===== src/sv/utf16_to_utf8_transcoder_macros.svh =====
// assertion macros shared by the transcoder modules
// depends on nothing; expects clk and rst_n in the including module
`ifndef UTF16_TO_UTF8_TRANSCODER_MACROS_SVH
`define UTF16_TO_UTF8_TRANSCODER_MACROS_SVH

// condition holds at every clock edge outside reset
`define UTT_ASSERT_ALWAYS(lbl, cond, msg) \
    lbl: assert property (@(posedge clk) disable iff (!rst_n) (cond)) else $error(msg);

// antecedent implies consequent in the next cycle
`define UTT_ASSERT_NEXT(lbl, pre, post, msg) \
    lbl: assert property (@(posedge clk) disable iff (!rst_n) (pre) |=> (post)) else $error(msg);

`endif


===== src/sv/utt_pkg.sv =====
// shared types, constants and byte encoder for the utf-16 to utf-8 transcoder
// depends on nothing
package utt_pkg;

    localparam logic [15:0] SURR_HIGH_FIRST = 16'hD800;
    localparam logic [15:0] SURR_HIGH_LAST  = 16'hDBFF;
    localparam logic [15:0] SURR_LOW_FIRST  = 16'hDC00;
    localparam logic [15:0] SURR_LOW_LAST   = 16'hDFFF;
    localparam logic [5:0]  SURR_HIGH_TAG   = 6'b110110;
    localparam logic [10:0] SUPP_OFFSET     = 11'h040;
    localparam logic [7:0]  LEAD1_MAX       = 8'h7F;
    localparam logic [15:0] LEAD2_MAX       = 16'h07FF;
    localparam logic [7:0]  LEAD2_TAG       = 8'hC0;
    localparam logic [7:0]  LEAD3_TAG       = 8'hE0;
    localparam logic [7:0]  LEAD4_TAG       = 8'hF0;
    localparam logic [7:0]  CONT_TAG        = 8'h80;

    localparam int MAX_BYTES    = 6;
    localparam int CMD_DEPTH_DF = 4;

    typedef struct packed {
        logic [15:0] code_unit;
        logic        end_of_string;
    } unit_item_t;

    typedef struct packed {
        logic [7:0] out_byte;
        logic       run_last;
        logic       string_done;
    } byte_item_t;

    // one classified item: bytes in send order, byte 0 first
    typedef struct packed {
        logic [MAX_BYTES-1:0][7:0] bytes;
        logic [2:0]                count;
        logic                      last;
    } cmd_t;

    typedef struct packed {
        logic full;
        logic empty;
    } fifo_stat_t;

    typedef struct packed {
        logic [2:0][7:0] b;
        logic [1:0]      n;
    } enc_t;

    // encode one basic-plane value as 1 to 3 bytes
    function automatic enc_t enc16(input logic [15:0] u);
        enc_t e;
        e = '0;
        if (u <= {8'h00, LEAD1_MAX})
        begin
            e.n    = 2'd1;
            e.b[0] = {1'b0, u[6:0]};
        end
        else if (u <= LEAD2_MAX)
        begin
            e.n    = 2'd2;
            e.b[0] = LEAD2_TAG | {3'b000, u[10:6]};
            e.b[1] = CONT_TAG | {2'b00, u[5:0]};
        end
        else
        begin
            e.n    = 2'd3;
            e.b[0] = LEAD3_TAG | {4'h0, u[15:12]};
            e.b[1] = CONT_TAG | {2'b00, u[11:6]};
            e.b[2] = CONT_TAG | {2'b00, u[5:0]};
        end
        return e;
    endfunction

endpackage


===== src/sv/utf16_to_utf8_transcoder.sv =====
// utf-16 to utf-8 transcoder: accepted items are queued as byte commands
// throughput one byte per cycle, set by the byte-wide result register while free or popped
// an item gives 0 to 6 bytes; a queue of CMD_DEPTH commands parts the sides
// reset (rst_n, asynchronous, active low) clears held surrogate, queue and result valid bit
// depends on utt_pkg, utt_front, utt_cmd_fifo and utt_back
module utf16_to_utf8_transcoder #(
    parameter int CMD_DEPTH = utt_pkg::CMD_DEPTH_DF
) (
    input  logic                clk,
    input  logic                rst_n,
    input  logic                push,
    output logic                full,
    input  utt_pkg::unit_item_t unit_data,
    output logic                empty,
    input  logic                pop,
    output utt_pkg::byte_item_t byte_data
);
    import utt_pkg::*;

    // front to queue
    logic       enq;
    cmd_t       cmd;
    // queue to back
    cmd_t       head;
    fifo_stat_t q_stat;
    logic       q_rd;

    // input side stalls only while the command queue is full
    assign full = q_stat.full;

    // front: classify the unit, hold or pair surrogates, build the byte command
    utt_front u_front (
        .clk       (clk),
        .rst_n     (rst_n),
        .push      (push),
        .unit_data (unit_data),
        .q_full    (q_stat.full),
        .enq       (enq),
        .cmd       (cmd)
    );

    // queue lets the front keep taking items while bytes drain
    utt_cmd_fifo #(
        .DEPTH (CMD_DEPTH)
    ) u_fifo (
        .clk     (clk),
        .rst_n   (rst_n),
        .wr_en   (enq),
        .wr_data (cmd),
        .rd_en   (q_rd),
        .rd_data (head),
        .stat    (q_stat)
    );

    // back: one byte per cycle into the result register while it is free or being popped
    utt_back u_back (
        .clk       (clk),
        .rst_n     (rst_n),
        .head      (head),
        .q_stat    (q_stat),
        .q_rd      (q_rd),
        .pop       (pop),
        .empty     (empty),
        .byte_data (byte_data)
    );

endmodule


===== src/sv/utt_front.sv =====
// front part: accepts code units, pairs surrogates, emits byte commands
// depends on utt_pkg
module utt_front (
    input  logic                clk,
    input  logic                rst_n,
    input  logic                push,
    input  utt_pkg::unit_item_t unit_data,
    input  logic                q_full,
    output logic                enq,
    output utt_pkg::cmd_t       cmd
);
    import utt_pkg::*;

    logic       high_pending_reg, high_pending_next;
    logic [9:0] high_bits_reg, high_bits_next;
    logic       accept, is_high, is_low, hold_new;
    logic [20:0] cp;
    enc_t       pre_e, post_e;

    assign accept   = push && !q_full;
    assign is_high  = unit_data.code_unit >= SURR_HIGH_FIRST &&
                      unit_data.code_unit <= SURR_HIGH_LAST;
    assign is_low   = unit_data.code_unit >= SURR_LOW_FIRST &&
                      unit_data.code_unit <= SURR_LOW_LAST;
    assign hold_new = is_high && !unit_data.end_of_string;
    assign cp       = {{1'b0, high_bits_reg} + SUPP_OFFSET, unit_data.code_unit[9:0]};

    always_comb
    begin
        pre_e  = enc16({SURR_HIGH_TAG, high_bits_reg});
        post_e = enc16(unit_data.code_unit);
        cmd      = '0;
        cmd.last = unit_data.end_of_string;
        high_pending_next = high_pending_reg;
        high_bits_next    = high_bits_reg;
        if (high_pending_reg && is_low)
        begin
            cmd.count    = 3'd4;
            cmd.bytes[0] = LEAD4_TAG | {5'b00000, cp[20:18]};
            cmd.bytes[1] = CONT_TAG | {2'b00, cp[17:12]};
            cmd.bytes[2] = CONT_TAG | {2'b00, cp[11:6]};
            cmd.bytes[3] = CONT_TAG | {2'b00, cp[5:0]};
        end
        else if (high_pending_reg)
        begin
            cmd.bytes[2:0] = pre_e.b;
            if (!hold_new)
            begin
                cmd.bytes[5:3] = post_e.b;
                cmd.count      = 3'd3 + {1'b0, post_e.n};
            end
            else
            begin
                cmd.count = 3'd3;
            end
        end
        else if (!hold_new)
        begin
            cmd.bytes[2:0] = post_e.b;
            cmd.count      = {1'b0, post_e.n};
        end
        if (accept)
        begin
            high_pending_next = hold_new && !(high_pending_reg && is_low);
            high_bits_next    = high_pending_next ? unit_data.code_unit[9:0] : 10'd0;
        end
    end

    // a held high surrogate alone gives no bytes and nothing is queued
    assign enq = accept && (cmd.count != 3'd0);

    always_ff @(posedge clk or negedge rst_n)
    begin
        if (!rst_n)
        begin
            high_pending_reg <= 1'b0;
            high_bits_reg    <= 10'd0;
        end
        else
        begin
            high_pending_reg <= high_pending_next;
            high_bits_reg    <= high_bits_next;
        end
    end

endmodule


===== src/sv/utt_cmd_fifo.sv =====
// short command queue between the front and back parts
// depends on utt_pkg and the assertion macro header
module utt_cmd_fifo #(
    parameter int DEPTH = utt_pkg::CMD_DEPTH_DF
) (
    input  logic                clk,
    input  logic                rst_n,
    input  logic                wr_en,
    input  utt_pkg::cmd_t       wr_data,
    input  logic                rd_en,
    output utt_pkg::cmd_t       rd_data,
    output utt_pkg::fifo_stat_t stat
);
    import utt_pkg::*;
    `include "utf16_to_utf8_transcoder_macros.svh"

    localparam int AW = (DEPTH > 1) ? $clog2(DEPTH) : 1;
    localparam logic [AW-1:0] LAST_SLOT = AW'(DEPTH - 1);

    cmd_t            mem_reg [DEPTH];
    logic [AW-1:0]   wr_ptr_reg, wr_ptr_next;
    logic [AW-1:0]   rd_ptr_reg, rd_ptr_next;
    logic [AW:0]     fill_reg, fill_next;
    logic            do_wr, do_rd;

    assign stat.full  = fill_reg == (AW+1)'(DEPTH);
    assign stat.empty = fill_reg == '0;
    assign do_wr      = wr_en && !stat.full;
    assign do_rd      = rd_en && !stat.empty;
    assign rd_data    = mem_reg[rd_ptr_reg];

    always_comb
    begin
        wr_ptr_next = wr_ptr_reg;
        rd_ptr_next = rd_ptr_reg;
        fill_next   = fill_reg;
        if (do_wr)
        begin
            wr_ptr_next = (wr_ptr_reg == LAST_SLOT) ? '0 : wr_ptr_reg + 1'b1;
        end
        if (do_rd)
        begin
            rd_ptr_next = (rd_ptr_reg == LAST_SLOT) ? '0 : rd_ptr_reg + 1'b1;
        end
        unique case ({do_wr, do_rd})
            2'b10:   fill_next = fill_reg + 1'b1;
            2'b01:   fill_next = fill_reg - 1'b1;
            default: fill_next = fill_reg;
        endcase
    end

    always_ff @(posedge clk or negedge rst_n)
    begin
        if (!rst_n)
        begin
            wr_ptr_reg <= '0;
            rd_ptr_reg <= '0;
            fill_reg   <= '0;
        end
        else
        begin
            wr_ptr_reg <= wr_ptr_next;
            rd_ptr_reg <= rd_ptr_next;
            fill_reg   <= fill_next;
        end
    end

    always_ff @(posedge clk)
    begin
        if (do_wr)
        begin
            mem_reg[wr_ptr_reg] <= wr_data;
        end
    end

    `UTT_ASSERT_ALWAYS(a_fill_bound, fill_reg <= (AW+1)'(DEPTH), "queue fill above depth")
    `UTT_ASSERT_ALWAYS(a_no_overflow, !(wr_en && stat.full), "write into full queue")
    `UTT_ASSERT_NEXT(a_fill_up, do_wr && !do_rd, fill_reg == $past(fill_reg) + 1'b1, "fill did not rise")

endmodule


===== src/sv/utt_back.sv =====
// back part: walks each queued command one byte a cycle into the output register
// when it is free or popped; depends on utt_pkg and the assertion macro header
module utt_back (
    input  logic                clk,
    input  logic                rst_n,
    input  utt_pkg::cmd_t       head,
    input  utt_pkg::fifo_stat_t q_stat,
    output logic                q_rd,
    input  logic                pop,
    output logic                empty,
    output utt_pkg::byte_item_t byte_data
);
    import utt_pkg::*;
    `include "utf16_to_utf8_transcoder_macros.svh"

    logic       out_valid_reg, out_valid_next;
    byte_item_t out_reg, out_next;
    logic [2:0] idx_reg, idx_next;
    logic       load, end_of_cmd;

    assign load       = (!out_valid_reg || pop) && !q_stat.empty;
    assign end_of_cmd = idx_reg == head.count - 3'd1;
    assign q_rd       = load && end_of_cmd;

    always_comb
    begin
        out_valid_next = out_valid_reg;
        out_next       = out_reg;
        idx_next       = idx_reg;
        if (load)
        begin
            out_valid_next       = 1'b1;
            out_next.out_byte    = head.bytes[idx_reg];
            out_next.run_last    = end_of_cmd;
            out_next.string_done = end_of_cmd && head.last;
            idx_next             = end_of_cmd ? 3'd0 : idx_reg + 3'd1;
        end
        else if (pop)
        begin
            out_valid_next = 1'b0;
        end
    end

    always_ff @(posedge clk or negedge rst_n)
    begin
        if (!rst_n)
        begin
            out_valid_reg <= 1'b0;
            idx_reg       <= 3'd0;
        end
        else
        begin
            out_valid_reg <= out_valid_next;
            idx_reg       <= idx_next;
        end
    end

    always_ff @(posedge clk)
    begin
        out_reg <= out_next;
    end

    assign empty     = !out_valid_reg;
    assign byte_data = out_reg;

    `UTT_ASSERT_ALWAYS(a_idx_in_cmd, q_stat.empty || idx_reg < head.count, "byte index past command")
    `UTT_ASSERT_ALWAYS(a_idx_idle, !q_stat.empty || idx_reg == 3'd0, "index left mid command")
    `UTT_ASSERT_NEXT(a_done_is_last, load && end_of_cmd == 1'b0, !byte_data.string_done, "string done before last byte")

endmodule


===== config.mk =====
export PLATFORM = sky130hd
export DESIGN_NAME = utf16_to_utf8_transcoder
export DESIGN_NICKNAME = d
export VERILOG_FILES = /design/src/sv/utt_pkg.sv /design/src/sv/utf16_to_utf8_transcoder.sv /design/src/sv/utt_front.sv /design/src/sv/utt_cmd_fifo.sv /design/src/sv/utt_back.sv
export VERILOG_INCLUDE_DIRS = /design/src /design/src/sv
export SDC_FILE = /design/constraint.sdc
export NUM_CORES = 1
export LEC_CHECK = 0
export ABC_AREA = 0
export BUFFER_PORTS_ARGS = -buffer_cell sky130_fd_sc_hd__clkbuf_2
export CAP_MARGIN = 10
export CORE_MARGIN = 2
export CORE_UTILIZATION = 61
export DETAILED_ROUTE_END_ITERATION = 8
export HOLD_SLACK_MARGIN = 0.06
export PLACE_DENSITY = 0.79
export SLEW_MARGIN = 10
export SYNTH_ARGS = -nofsm -noshare
export SYNTH_HDL_FRONTEND = slang
export SYNTH_SLANG_ARGS = --single-unit

===== constraint.sdc =====
create_clock -name clk -period 9.3 [get_ports clk]
set_input_delay 1.395 -clock clk [delete_from_list [all_inputs] [get_ports clk]]
set_output_delay 1.395 -clock clk [all_outputs]
set_load 0.05 [all_outputs]

==> metrics.md <==
| Metric | Value |
|---|---|
| Final nets | 624 |
| Gp weighted congestion | 1.030 |
| Synth-to-layout area growth | 10.27% |
| Maximum number of pins on one net before global-route repair | 50 |
| Maximum operating frequency | 0.2724 GHz |
| Layout cells sized above 1 | 22.66% |
| First-pass GRT wire length | 31570 um |
| Crit path depth | 4 |
| Via count of the first global-routing pass | 5482 |
| Fill cells | 986 |
| Post-Syn Instances | 561 |
| Syn_nets | 592 |
| Total wire length | 20240 um |
| Standard-cell row count | 45 |
| GR Overflow Total | 0 |
| Dpl ws | 5722 ps |
| Flop-to-flop setup slack | 5630 ps |
| Worst EP required | 9430 ps |
| Die Height | 129.0 um |
| DR iter-0 viols | 676 |
| Worst-path cell chain | clkinv_1 -> a21oi_1 -> and2_2 -> buf_4 |
| Root Buffer | clkbuf_16 |
| PwrDens | 302.4 nW/um^2 |
| Post-synth EDFFs | 198 |
| Setup_tns | 0 ps |
| Vias per inst | 6.457 |
| Met3 Use GR | 3.035% |
| Die Area | 16630 um^2 |
| Synth warn | 0 |
| Worst Hold Class | reg2reg |
| Initial antenna violation count | 0 |
| Peak VDD IR | 0.1508 mV |
| Average size of a mapped cell | 16.98 um^2 |
| Antenna-violating nets left | 0 |
| Hold Vio Cnt, Final | 0 |
| Met2 usage | 41.64% |
| Netlist Area Pre-Place | 9528 um^2 |
| Ports | 33 |
| Post-Layout Inst Area | 10510 um^2 |
| IO Port Bufs | 32 |
| Total number of vias | 5301 |
| Crit end category | register |
| Slowest-stage cell, CP | clkinv_1 |
| CTS resizes | 0 |
| Reg area | 6499 um^2 |
| Total track usage | 25.55% |
| Post-CTS Setup Bufs | 0 |
| Hold path depth | 2 |
| CP max FO | 47 |
| Unique cell type count in the Yosys netlist | 53 |
| R2r worst-path depth | 4 |
| Max-cap violation count | 0 |
| Reg clk slew, reported paths | 60 ps |
| Footprint of the multi-input gates | 2795 um^2 |
| Worst EP arrival | 3800 ps |
| Reg2Reg Launch Point | u_front.high_pending_reg$_DFFE_PN0P_ |
| Leak pwr | 3.704 nW |
| Sink Count | 220 |
| Chip width | 129.0 um |
| DRC Markers | 0 |
| DRT Pass-1 Iters | 5 |
| Cell Area, Placed | 9838 um^2 |
| Largest register FFs | 188 |
| Startpoint types | register |
| Max Slew Vio Count | 0 |
| Final Skew | 8.124 ps |
| Final worst-path cycle share | 39.48% |
| Top_reg_cell synth | edfxtp_1 |
| Status | finished clean |
| Kind of critical path | reg2reg |
| RSZ-0062 raised after global routing | false |
| CORE AREA | 15260 um^2 |
| Asr flop ratio synth | 10.00% |
| Post-route setup slack | 5629 ps |
| Hpwl dp | 12420 um |
| H-Tree Depth | 1 |
| CTS max path bufs | 3 |
| Relative slew margins | 32.64% |
| Initial core utilization | 62.44% |
| TritonCTS clock tree | built |
| Synthesized flop and latch total | 220 |
| Gr busiest metal | met2 |
| HP Start | u_front.high_bits_reg[3]$_DFFE_PN0P_ |
| Post-DR wirelength/cell | 24.65 um |
| Cts bufs inserted | 23 |
| # setup viols final | 0 |
| Hold slack final | 509.3 ps |
| Worst path top cell family by delay | buffers and inverters |
| Hold Buf Count CTS | 0 |
| Slew at the pin with the worst max-slew slack | 1008 ps |
| Worst Path Buf+Inv | 2 |
| GR Layer Usage met1 | 38.25% |
| Post-synthesis sequential area ratio | 68.18% |
| Reg2reg end | u_fifo.mem_reg[0][13]$_DFFE_PP_ |
| Critical Path Max Stage Delay | 900 ps |
| Clock insertion delay at the later pin of the skew report | 500 ps |
| Hold path endpoint | u_front.high_bits_reg[3]$_DFFE_PN0P_ |
| Time the worst path needs with I/O delays and setup | 3671 ps |
==> logic make-up after synthesis <==
family	Yosys count	share of synthesized area (%)
flip-flops	220	68.18
XOR/XNOR	10	0.9193
AO/OA/AOI/OAI	62	4.294
AND/OR/NAND/NOR	124	7.354
adder cells (fa/ha/maj)	10	1.392
multiplexers	86	15.26
buffers and inverters	49	2.600
==> worst reg2reg max path, cell delays in order, from the launching register on <==
cell      delay (ps)
dfrtp_1          860
clkinv_1         900
a21oi_1          690
and2_2           240
buf_4            590
==> cells in the mapped netlist, types with 3 or more instances <==
library cell  number  area [um^2]
xor2_1             3        26.28
or3_1              8        50.05
nand4_1            6        37.54
ha_1               9        112.6
edfxtp_1         198         5946
clkbuf_1           9        33.78
nand2_1           32        120.1
nor3_1             8        40.04
o21ai_0           22        110.1
o221ai_1           6        52.55
nand3_1           16        80.08
inv_1             15        56.30
buf_4              6        45.04
and2_1            11        68.82
mux2_2             4        45.04
dfrtp_1           22        550.5
buf_6              3        33.78
or4_1              3        22.52
mux2i_1           35        350.3
xnor2_1            7        61.31
a21oi_1           15        75.07
nand2b_1           5        31.28
mux4_2            47         1059
a32oi_1            4        35.03
buf_2             15        75.07
nor2_1            18        67.56
==> placed cells by master (no fill, tap or decap), drive strengths merged, types with 15 or more instances in the layout <==
cell,n
inv,16
mux4,47
dfrtp,22
nand2,32
o21ai,23
a21oi,15
mux2i,35
nor2,18
edfxtp,198
clkbuf,61
nand3,16
==> worst max-delay path by stage <==
stage	startpoint	end	slack, ps
after floorplan	unit_data[11]	u_fifo.mem_reg[0][0]$_DFFE_PP_	5600
after global placement	push	u_fifo.mem_reg[3][31]$_DFFE_PP_	5820
after detailed placement	unit_data[12]	u_fifo.mem_reg[0][41]$_DFFE_PP_	5720
after CTS	u_front.high_pending_reg$_DFFE_PN0P_	u_fifo.mem_reg[0][38]$_DFFE_PP_	5710
after global routing	u_front.high_pending_reg$_DFFE_PN0P_	u_fifo.mem_reg[0][38]$_DFFE_PP_	5400
final	u_front.high_pending_reg$_DFFE_PN0P_	u_fifo.mem_reg[0][13]$_DFFE_PP_	5630
==> cell type report <==
class | instances | share of cell area [%]
Sequential cell | 220 | 61.86
Antenna cell | 1 | 0.02382
Clock buffer | 29 | 5.693
Tap cell | 211 | 2.513
Clock inverter | 12 | 0.6431
Multi-Input combinational cell | 292 | 26.60
Timing Repair Buffer | 40 | 2.096
Inverter | 16 | 0.5716
==> layer usage <==
layer / vias up / part of all wire [%]
met4: 0 / 1.5
met2: 263 / 49
met5: - / 0
li1: 2287 / -
met3: 34 / 7.4
met1: 2717 / 42
==> where the power goes <==
| part | switching [mW] | internal [mW] |
|---|---|---|
| clock | 0.358 | 0.457 |
| sequential | 0.0795 | 1.32 |
| combinational | 0.577 | 0.387 |
| total | 1.01 | 2.16 |
==> per-stage QoR <==
step	instances	power [mW]	util (%)
after detailed placement	779	2.390	64.48
final	821	3.177	68.86
after floorplan	561	2.144	-
after CTS	820	3.206	68.84
after global routing	820	3.317	68.84
after global placement	779	2.355	64.48
Note: power is estimated with default switching activity, not from simulation.
